[src/pal_pkg.sv]
// pal_pkg: types, sizes and command codes for the positional array list
// used by pal_cell and positional_array_list; no dependencies
`default_nettype none

package pal_pkg;

  // list geometry
  localparam int DEPTH      = 16;
  localparam int DATA_WIDTH = 32;
  localparam int IDX_W      = $clog2(DEPTH);
  localparam int CNT_W      = $clog2(DEPTH + 1);

  // fixed field widths of the words on the ports
  localparam int CMD_W   = 2;
  localparam int POS_W   = 5;
  localparam int ENTRY_W = 32;
  localparam int LEN_W   = 5;

  // width that holds both a position and a count plus one without overflow
  localparam int CMP_W = ((CNT_W > POS_W) ? CNT_W : POS_W) + 1;

  typedef enum logic [CMD_W-1:0] {
    CMD_APPEND = 2'd0,
    CMD_INSERT = 2'd1,
    CMD_REMOVE = 2'd2,
    CMD_READ   = 2'd3
  } cmd_t;

  // operation broadcast along the row of cells
  typedef enum logic [1:0] {
    CELL_HOLD,
    CELL_INSERT,
    CELL_REMOVE
  } cell_op_t;

  typedef struct packed {
    cell_op_t              op;
    logic [IDX_W-1:0]      idx;
    logic [DATA_WIDTH-1:0] word;
  } cell_ctrl_t;

  typedef struct packed {
    cmd_t               command;
    logic [POS_W-1:0]   position;
    logic [ENTRY_W-1:0] entry_data;
  } in_word_t;

  typedef struct packed {
    logic               ok;
    logic [ENTRY_W-1:0] read_data;
    logic [LEN_W-1:0]   length;
    logic               is_empty;
    logic               is_full;
  } out_word_t;

endpackage

`default_nettype wire

[src/pal_cell.sv]
// pal_cell: one slot of the list, holding a single entry
// takes its neighbors' entries on insert and remove; uses pal_pkg
`default_nettype none

module pal_cell (
  input  logic                           clk,
  input  logic [pal_pkg::IDX_W-1:0]      my_idx,
  input  pal_pkg::cell_ctrl_t            ctrl,
  input  logic [pal_pkg::DATA_WIDTH-1:0] left_data,
  input  logic [pal_pkg::DATA_WIDTH-1:0] right_data,
  output logic [pal_pkg::DATA_WIDTH-1:0] data
);
  import pal_pkg::*;

  logic [DATA_WIDTH-1:0] data_r;
  logic [DATA_WIDTH-1:0] data_nxt;

  // insert: load at the target slot, shift up above it
  // remove: every slot from the target upward takes its right neighbor
  always_comb begin
    data_nxt = data_r;
    case (ctrl.op)
      CELL_INSERT: begin
        if (my_idx == ctrl.idx) begin
          data_nxt = ctrl.word;
        end else if (my_idx > ctrl.idx) begin
          data_nxt = left_data;
        end
      end
      CELL_REMOVE: begin
        if (my_idx >= ctrl.idx) begin
          data_nxt = right_data;
        end
      end
      default: begin
        data_nxt = data_r;
      end
    endcase
  end

  // payload storage, no reset
  always_ff @(posedge clk) begin
    data_r <= data_nxt;
  end

  assign data = data_r;

endmodule

`default_nettype wire

[src/positional_array_list.sv]
// positional_array_list: top level of the bounded list with positional edits
// builds a row of pal_cell slots and the command decode; uses pal_pkg
`default_nettype none

// A bounded list of up to DEPTH words kept in a row of cells, position 1 in
// the first cell. Append, insert (positions 1 to length+1), remove and read
// (positions 1 to length) each complete on acceptance: the whole row shifts in
// the cycle the word is accepted, and the result is registered on the out_
// side. A new word is accepted every cycle as long as the result register is
// empty or being taken, so the rate is one word per cycle, set by the single
// registered result slot. Refused commands leave the list unchanged and
// report ok low. Reset clears only the length and out_valid, not the cells.

module positional_array_list (
  input  logic               clk,
  input  logic               rst_n,
  input  logic               in_valid,
  output logic               in_ready,
  input  pal_pkg::in_word_t  in_data,
  output logic               out_valid,
  input  logic               out_ready,
  output pal_pkg::out_word_t out_data
);
  import pal_pkg::*;

  logic [CNT_W-1:0]      count_r;
  logic [CNT_W-1:0]      count_nxt;
  logic                  out_valid_r;
  logic                  out_valid_nxt;
  out_word_t             out_data_r;
  out_word_t             out_data_nxt;
  logic                  accept;
  cell_ctrl_t            ctrl;
  logic [DATA_WIDTH-1:0] cell_data [DEPTH];
  logic [CMP_W-1:0]      pos_w;
  logic [CMP_W-1:0]      cnt_w;
  logic                  not_full;
  logic                  pos_in_list;
  logic                  pos_ins_ok;
  logic [IDX_W-1:0]      pos_idx;
  logic                  ok;
  logic [DATA_WIDTH-1:0] rd_word;

  // handshake: take a word when the result slot is free or draining
  assign in_ready = !out_valid_r || out_ready;
  assign accept   = in_valid && in_ready;

  // position checks
  assign pos_w       = CMP_W'(in_data.position);
  assign cnt_w       = CMP_W'(count_r);
  assign not_full    = (cnt_w < CMP_W'(DEPTH));
  assign pos_in_list = (pos_w != '0) && (pos_w <= cnt_w);
  assign pos_ins_ok  = (pos_w != '0) && (pos_w <= cnt_w + CMP_W'(1)) && not_full;
  assign pos_idx     = IDX_W'(pos_w - CMP_W'(1));

  // command decode into the broadcast for the cell row
  always_comb begin
    ctrl.op   = CELL_HOLD;
    ctrl.idx  = pos_idx;
    ctrl.word = DATA_WIDTH'(in_data.entry_data);
    ok        = 1'b0;
    count_nxt = count_r;
    case (in_data.command)
      CMD_APPEND: begin
        ok       = not_full;
        ctrl.idx = IDX_W'(count_r);
      end
      CMD_INSERT: begin
        ok = pos_ins_ok;
      end
      CMD_REMOVE: begin
        ok = pos_in_list;
      end
      default: begin
        ok = pos_in_list;
      end
    endcase
    if (accept && ok) begin
      case (in_data.command)
        CMD_APPEND, CMD_INSERT: begin
          ctrl.op   = CELL_INSERT;
          count_nxt = count_r + CNT_W'(1);
        end
        CMD_REMOVE: begin
          ctrl.op   = CELL_REMOVE;
          count_nxt = count_r - CNT_W'(1);
        end
        default: begin
          ctrl.op = CELL_HOLD;
        end
      endcase
    end
  end

  // row of cells, each fed by both neighbors
  for (genvar g = 0; g < DEPTH; g++) begin : g_cell
    logic [DATA_WIDTH-1:0] left_w;
    logic [DATA_WIDTH-1:0] right_w;
    if (g == 0) begin : g_first
      assign left_w = '0;
    end else begin : g_mid_l
      assign left_w = cell_data[g-1];
    end
    if (g == DEPTH - 1) begin : g_last
      assign right_w = '0;
    end else begin : g_mid_r
      assign right_w = cell_data[g+1];
    end
    pal_cell u_cell (
      .clk        (clk),
      .my_idx     (IDX_W'(g)),
      .ctrl       (ctrl),
      .left_data  (left_w),
      .right_data (right_w),
      .data       (cell_data[g])
    );
  end

  // read tap at the addressed slot
  assign rd_word = cell_data[pos_idx];

  // result word
  always_comb begin
    out_data_nxt.ok        = ok;
    out_data_nxt.read_data = (ok && in_data.command == CMD_READ) ?
                             ENTRY_W'(rd_word) : '0;
    out_data_nxt.length    = LEN_W'(count_nxt);
    out_data_nxt.is_empty  = (count_nxt == '0);
    out_data_nxt.is_full   = (count_nxt == CNT_W'(DEPTH));
    out_valid_nxt          = out_valid_r;
    if (accept) begin
      out_valid_nxt = 1'b1;
    end else if (out_ready) begin
      out_valid_nxt = 1'b0;
    end
  end

  // control state
  always_ff @(posedge clk) begin
    if (!rst_n) begin
      count_r     <= '0;
      out_valid_r <= 1'b0;
    end else begin
      count_r     <= count_nxt;
      out_valid_r <= out_valid_nxt;
    end
  end

  // result payload
  always_ff @(posedge clk) begin
    if (accept) begin
      out_data_r <= out_data_nxt;
    end
  end

  assign out_valid = out_valid_r;
  assign out_data  = out_data_r;

endmodule

`default_nettype wire
[config.mk]
export PLATFORM = sky130hd
export DESIGN_NAME = positional_array_list
export DESIGN_NICKNAME = d
export VERILOG_FILES = /design/src/pal_pkg.sv /design/src/pal_cell.sv /design/src/positional_array_list.sv
export SDC_FILE = /design/constraint.sdc
export NUM_CORES = 1
export LEC_CHECK = 0
export BUFFER_PORTS_ARGS = -buffer_cell sky130_fd_sc_hd__buf_4
export CAP_MARGIN = 10
export CORE_AREA = 2 2 319 321
export CTS_CLUSTER_DIAMETER = 30
export CTS_CLUSTER_SIZE = 28
export DETAILED_ROUTE_END_ITERATION = 7
export DIE_AREA = 0 0 321 323
export HOLD_SLACK_MARGIN = 0.06
export PLACE_DENSITY = 0.49
export SYNTH_ARGS = -nofsm -noshare
export SYNTH_HDL_FRONTEND = slang
export SYNTH_SLANG_ARGS = --single-unit
[constraint.sdc]
create_clock -name clk -period 7.2 [get_ports clk]
set_clock_uncertainty 0.1 [all_clocks]
set_input_delay 0.36 -clock clk [delete_from_list [all_inputs] [get_ports clk]]
set_output_delay 0.36 -clock clk [all_outputs]
set_load 0.02 [all_outputs]
# ---- After elaboration in Yosys (flattened, before gate mapping)
# Cells that the tools add are included.
# W data, S select, Z words.
dict set report op_classes {
  n_addsub 4
  n_lt_le_gt_ge 36
  n_eq_ne 53
  muxes 75
  bitwise_logic 1
  reduce_logical 31
}
# op n
set ops {}
lappend ops {{$mux W32} 50}
lappend ops {{$pmux W32 S2} 16}
lappend ops {{$bmux W32 S4} 1}
lappend ops {{$ne A3 B1 Y1 const B} 16}
lappend ops {{$reduce_and A3 Y1} 16}
lappend ops {{$eq A4 B4 Y1 const A} 8}
lappend ops {{$ge A4 B4 Y1 const A} 8}
lappend ops {{$gt A4 B4 Y1 const A} 8}
lappend ops {{$ne A2 B1 Y1 const B} 16}
lappend ops {{$eq A3 B4 Y1 const A} 4}
lappend ops {{$ge A3 B4 Y1 const A} 4}
lappend ops {{$gt A3 B4 Y1 const A} 4}
lappend ops {{$pmux W5 S2} 1}
lappend ops {{$eq A2 B4 Y1 const A} 2}
lappend ops {{$ge A1 B4 Y1 const A} 2}
lappend ops {{$ge A2 B4 Y1 const A} 2}
lappend ops {{$gt A1 B4 Y1 const A} 2}
lappend ops {{$gt A2 B4 Y1 const A} 2}
lappend ops {{$add A5 B1 Y6 const B} 1}
lappend ops {{$eq A2 B2 Y1 const B} 3}
lappend ops {{$le A5 B6 Y1} 1}
lappend ops {{$logic_and A1 B1 Y1} 6}
lappend ops {{$reduce_bool A6 Y1} 1}
lappend ops {{$add A5 B1 Y5 const B} 1}
lappend ops {{other kinds (22)} 25}
dict set report totals {
  register_bits 558
  inputBits 43
  output_inout_bits 42
  word_cells 223
}

# ---- Logic depth before layout (Yosys ltp)
dict set report depth {
  word_depth 10
  ltp_mapped 18
}

# ---- By module
# From an unflattened synthesis, not the netlist that was laid out.
dict set report hier_totals {
  hier_cells 2846
  hier_area_um2 34231.6
}
# mod n_inst cells_per_inst area_per_inst_um2 seq_area_each_um2
set by_module_without_submodules {}
lappend by_module_without_submodules {pal_cell 16 153 1754.2 960.9}
lappend by_module_without_submodules {positional_array_list 1 398 6164.7 1321.3}

# ---- Least setup slack after synthesis
# OpenSTA, ideal clock, no wires.
dict set report synth_timing {
  path_kind {input port to flip-flop}
  startpoint {in in_data[32] (netlist bit)}
  endpoint {reg g_cell[12].u_cell.data_r[0] (enable)}
  setup_ps 388
  arrival_ps 5514
  path_slack_ps 1198
  cell_stages 16
  path_buffers 5
  cell_sequence {clkbuf_1 -> buf_2 -> buf_2 -> inv_1 -> ha_1 -> nand3_1 -> o221ai_1 -> a21oi_1 -> a21oi_1 -> nand3_1 -> ha_1 -> clkbuf_1 -> clkbuf_1 -> or2_2 -> a21oi_1 -> a21o_1}
}
dict set report synth_via {
  elab_chain_len 9
  elab_cells_between_ends 20
  cone_classes {add/sub: 1; order compare: 4; eq/ne: 5; mux: 3; reduce/logical: 7}
}
# item line_no
set synth_lines {}
lappend synth_lines {{from (decl)} positional_array_list.sv:19} ;# input pal_pkg::in_word_t in_data,
lappend synth_lines {{$le A5 B6 Y1 or $reduce_bool A6 Y1 (tied branches)} {positional_array_list.sv:53, positional_array_list.sv:52}}
lappend synth_lines {{$logic_and A1 B1 Y1 (2 in series)} positional_array_list.sv:53} ;# assign pos_ins_ok = (pos_w != '0) && (pos_w <= cnt_w + CMP_W'(1)) && not_full;
lappend synth_lines {{$pmux W1 S2} positional_array_list.sv:63} ;# case (in_data.command)
lappend synth_lines {{$logic_and A1 B1 Y1} positional_array_list.sv:78} ;# if (accept && ok) begin
lappend synth_lines {{$mux W2} positional_array_list.sv:78}
lappend synth_lines {{$eq A2 B1 Y1 or $eq A2 B2 Y1 (tied branches)} pal_cell.sv:22} ;# case (ctrl.op)
lappend synth_lines {{$ne A3 B1 Y1 (no source line) (tied with other cells)} -}
lappend synth_lines {{$reduce_and A3 Y1 (no source line) *} -}
lappend synth_lines {{to (signal assigned)} pal_cell.sv:43} ;# data_r <= data_nxt;
lappend synth_lines {{to (decl)} pal_cell.sv:15} ;# logic [DATA_WIDTH-1:0] data_r;
# Every way passes the cells marked *; elsewhere a longest branch is shown, timed or not.
# A chain may end at the register's enable or synchronous reset.

# ---- Worst setup path after layout
dict set report layout_timing {
  startpoint {reg count_r[0]}
  endpoint {reg g_cell[14].u_cell.data_r[6] (data pin)}
}
dict set report layout_via {
  elab_chain_len 9
  elab_cells_between_ends 16
  cone_classes {add/sub: 1; order compare: 3; eq/ne: 3; mux: 5; reduce/logical: 4}
}
# item line_no
set layout_lines {}
lappend layout_lines {{from (decl)} positional_array_list.sv:26} ;# logic [CNT_W-1:0] count_r;
lappend layout_lines {{from (signal assigned)} positional_array_list.sv:144} ;# count_r <= count_nxt;
lappend layout_lines {{$add A5 B1 Y6} positional_array_list.sv:53}
lappend layout_lines {{$le A5 B6 Y1} positional_array_list.sv:53}
lappend layout_lines {{$logic_and A1 B1 Y1 (2 in series)} positional_array_list.sv:53}
lappend layout_lines {{$pmux W1 S2} positional_array_list.sv:63}
lappend layout_lines {{$logic_and A1 B1 Y1} positional_array_list.sv:78}
lappend layout_lines {{$mux W2} positional_array_list.sv:78}
lappend layout_lines {{$eq A2 B2 Y1 or $eq A2 B1 Y1 (tied branches)} pal_cell.sv:22}
lappend layout_lines {{$pmux W32 S2 *} pal_cell.sv:22}
lappend layout_lines {{net g_cell[14].u_cell.data_nxt[6]} pal_cell.sv:16} ;# logic [DATA_WIDTH-1:0] data_nxt;
lappend layout_lines {{to (signal assigned)} pal_cell.sv:43}
lappend layout_lines {{to (decl)} pal_cell.sv:15}
# The timed path passes the listed nets; every way through them passes the cells marked *.

==> out/qor_table.md <==
| Result | This run | Unit |
|---|---|---|
| Outcome | complete, no violations | - |
| Clock net sink count | 558 | - |
| Horizontal die dimension | 321 | um |
| Area growth from synthesis to final layout | 22.0 | % |
| Via Count | 22500 | - |
| Highest-count cells in the layout ignoring fill and taps | sky130_fd_sc_hd__edfxtp_1, sky130_fd_sc_hd__nand2_1, sky130_fd_sc_hd__mux2i_1, sky130_fd_sc_hd__o21ai_0, sky130_fd_sc_hd__mux4_2 | - |
| Measured slew at the worst slew-check pin | 1.27 | ns |
| Number of top-level pins | 85 | - |
| Final hold vios | 0 | - |
| Sequential element share of the synthesized area | 0.524 | - |
| R2R cell count | 13 | - |
| Final setup fails | 0 | - |
| Clock insertion delay at the later pin of the skew report | 0.73 | ns |
| Gate Count Post-Synth | 2639 | - |
| Flops & latches, synth | 558 | - |
| Number of core rows | 117 | - |
| Master of the slowest instance on the critical path | sky130_fd_sc_hd__buf_4 | - |
| Arrival time of data at the critical path endpoint | 5.60 | ns |
| H-tree Lvls | 4 | - |
| Comb pwr share | 0.106 | - |
| Number of pins with negative max-slew slack in the final report | 0 | - |
| Leakage dissipation | 0.0147 | uW |
| Detailed placer's ending HPWL | 57400 | um |
| CTS tree | yes | - |
| Wire length of the first global-routing pass | 148000 | um |
| Largest incremental delay on the critical path | 0.89 | ns |
| All-Layer GR Usage | 0.190 | - |
| Starting DRT DRC Count | 2395 | - |
| Hold path startpoint | in_data[38] | - |
| FMAX | 0.190 | GHz |
| Number of flops mapped to enable cells by yosys | 552 | - |
| Number of vias per cell after detailed routing | 5.45 | - |
| Grt ovf | 0 | - |
| Sw Share | 0.256 | - |
| Starting density of the core | 0.317 | - |
| Number of nets in the final layout | 2770 | - |
| Total power of the final layout | 11600 | uW |
| Period utilisation layout | 0.732 | - |
| Average cell area after synthesis | 12.1 | um2 |
| Maximum count of clock buffers along a single path | 3 | - |
| Floorplan die area | 104000 | um2 |
| IO buf count | 84 | - |
| # DRC | 0 | - |
| Placer congestion estimate | 0.793 | - |
| Yosys synthesis warning count | 0 | - |
| Beginning of the critical path | count_r[0]$_SDFF_PN0_ | - |
| Clk Tree Root Cell | sky130_fd_sc_hd__clkbuf_16 | - |
| Number of global-route vias before repair | 22900 | - |
| Reg-to-reg startpoint | count_r[0]$_SDFF_PN0_ | - |
| Most common library cell in the layout ignoring fill and taps | sky130_fd_sc_hd__edfxtp_1 | - |
| Minimum period implied by the final worst setup slack | 5.27 | ns |
| Diodes inserted | 0 | - |
| Mean routed wirelength per cell | 23.9 | um |
| Sequential share of power | 0.346 | - |
| Area fraction of the dominant cell type after synthesis | 0.520 | - |
| P_int | 8650 | uW |
| Clock slew at reported path FFs | 0.04 | ns |
| Kind of capture point of the worst setup path | flip-flop | - |
| Number of nets produced by synthesis | 2701 | - |
| Biggest area consumer among synthesized cells | sky130_fd_sc_hd__edfxtp_1 | - |
| Most instantiated flip-flop cell in the synthesis netlist | sky130_fd_sc_hd__edfxtp_1 | - |
| Ranking of synthesized cells by area | sky130_fd_sc_hd__edfxtp_1, sky130_fd_sc_hd__mux2i_1, sky130_fd_sc_hd__mux4_2 | - |
| Layout cell share with drive strength beyond 1 | 0.194 | - |
| Setup total negative slack | 0 | ns |
| Die H | 323 | um |
| Switching power | 2980 | uW |
| Relative contribution of the clock network to total power | 0.548 | - |
| Power Density | 299 | nW/um2 |
| Post-synthesis instance area | 31900 | um2 |
| Peak VDD IR | 0.227 | mV |
| Share of async-settable or async-resettable flops after synthesis | 0 | - |
| Pin count of the biggest net entering global routing | 307 | - |
| Initial antenna violation count | 1 | - |
| Setup repair after global routing missed its margin | false | - |
| Crit path top cell by count | sky130_fd_sc_hd__nand3_1 | - |
| Crit path required time | 7.53 | ns |
| Post-detailed-route count of antenna-violating nets | 0 | - |
| Total of max-cap violations | 0 | - |
| Critical path cell sequence | ha_1, nand3_1, xnor2_1, ha_1, nand3_1, o221ai_1, a21oi_1, a21oi_1, nand3_1, ha_4, buf_4, buf_4, o21ai_0 | - |
| Filler Cell Count | 9523 | - |
| Start-to-end type of the worst setup path | flip-flop to flip-flop | - |
| Maximum fanout along the worst path | 110 | - |
| Worst hold path cell count | 4 | - |
| Drt total wl | 98900 | um |
| Cts bufs inserted | 143 | - |
| Number of detailed-route iterations in the first pass | 5 | - |
| Setup crit start kind | flip-flop | - |
| Post-synthesis cell type count | 51 | - |
| Placeable core region | 101000 | um2 |
| HP Class | primary input to flip-flop | - |
| Worst slew margin relative to its limit | 0.157 | - |
## sequential cells by signal (all words and copies together), names as in the netlist
| name | cells |
|---|---|
| count_r | 5 |
| g_cell.u_cell.data | 512 |
| out_data | 40 |
| out_valid | 1 |
## final cells by class
cell class,count,area [um2],share of cell area
clock buffers,167,3670,0.0943
flip-flops and latches,558,16700,0.429
inverters,16,60.1,0.00154
clock inverters,94,1170,0.0302
multi-input cells,1828,14300,0.368
well taps,1309,1640,0.0421
repair buffers,161,1350,0.0348
## worst max-delay path: cells and delay by family, from the launching register on
family	cells	cell delay, ns
XOR/XNOR	1	0.16
flip-flops	1	0.58
buffers and inverters	2	1.55
AO/OA/AOI/OAI	4	0.69
AND/OR/NAND/NOR	3	0.35
adder cells (fa/ha/maj)	3	1.42
## final timing paths
| kind | slack (ns) | end |
|---|---|---|
| setup / recovery | 1.93 | g_cell[14].u_cell.data[6]$_DFFE_PP_ |
| hold / removal | 0.12 | count_r[2]$_SDFF_PN0_ |
| setup reg to reg | 1.93 | g_cell[14].u_cell.data[6]$_DFFE_PP_ |
| hold reg to reg | 0.47 | g_cell[14].u_cell.data[23]$_DFFE_PP_ |
## per-stage QoR
step / cells / hold slack (ns) / setup slack [ns] / utilization / cell area [um2]
floorplan: 2639 / 0.382 / 1.20 / - / 31900
global placement: 3837 / 0.439 / 1.73 / 0.335 / 33700
detailed placement: 3837 / 0.448 / 1.66 / 0.335 / 33700
CTS: 4133 / 0.0726 / 1.95 / 0.386 / 38900
global route: 4133 / 0.131 / 1.48 / 0.386 / 38900
finish: 4133 / 0.119 / 1.93 / 0.386 / 38900
## Yosys cell counts, types with 4 or more instances
cell type / count
sky130_fd_sc_hd__a21o_1: 4
sky130_fd_sc_hd__clkbuf_1: 167
sky130_fd_sc_hd__buf_2: 34
sky130_fd_sc_hd__dfxtp_1: 6
sky130_fd_sc_hd__nand3_1: 13
sky130_fd_sc_hd__edfxtp_1: 552
sky130_fd_sc_hd__o21a_1: 4
sky130_fd_sc_hd__mux4_2: 160
sky130_fd_sc_hd__buf_6: 7
sky130_fd_sc_hd__ha_1: 18
sky130_fd_sc_hd__nand2b_1: 5
sky130_fd_sc_hd__o21ai_1: 123
sky130_fd_sc_hd__o21ai_0: 334
sky130_fd_sc_hd__buf_4: 28
sky130_fd_sc_hd__xnor2_1: 6
sky130_fd_sc_hd__nand2_1: 537
sky130_fd_sc_hd__mux2i_1: 449
sky130_fd_sc_hd__a31oi_1: 4
sky130_fd_sc_hd__inv_1: 16
sky130_fd_sc_hd__nor2_1: 13
sky130_fd_sc_hd__nor2b_1: 36
sky130_fd_sc_hd__a22o_1: 32
sky130_fd_sc_hd__a21oi_1: 53
## power by group through the flow
stage                     Clock [uW]  Combinational [uW]  Sequential, uW
after floorplan                    0                 777            4040
after global placement             0                1200            4070
after detailed placement           0                1220            4070
after CTS                       6480                1240            4020
after global routing            6660                1320            4050
final                           6370                1230            4020
## kinds of logic (layout without fill, tap and decap cells)
| family | Yosys count | in the layout | synth area share |
|---|---|---|---|
| and+or+nand+nor | 624 | 624 | 0.0802 |
| adders and majority gates | 19 | 19 | 0.00769 |
| buffers and inverters | 253 | 438 | 0.0361 |
| xor gates and xnor gates | 8 | 8 | 0.00267 |
| DFF | 558 | 558 | 0.524 |
| muxes | 609 | 609 | 0.254 |
| AOI/OAI and AO/OA | 568 | 568 | 0.0958 |
## what timing repair did
item,4_1_cts,5_1_grt
buffers inserted,0,0
resized for setup,0,0
hold buffers,35,0
endpoints found under the hold margin,424,0
## layer usage
metal	routed length, um	global-route usage
met1	43400	0.255
met2	45800	0.299
met3	6330	0.0386
met4	3370	0.0781
met5	8	0
No activity file was read; power rests on OpenSTA's default activity.
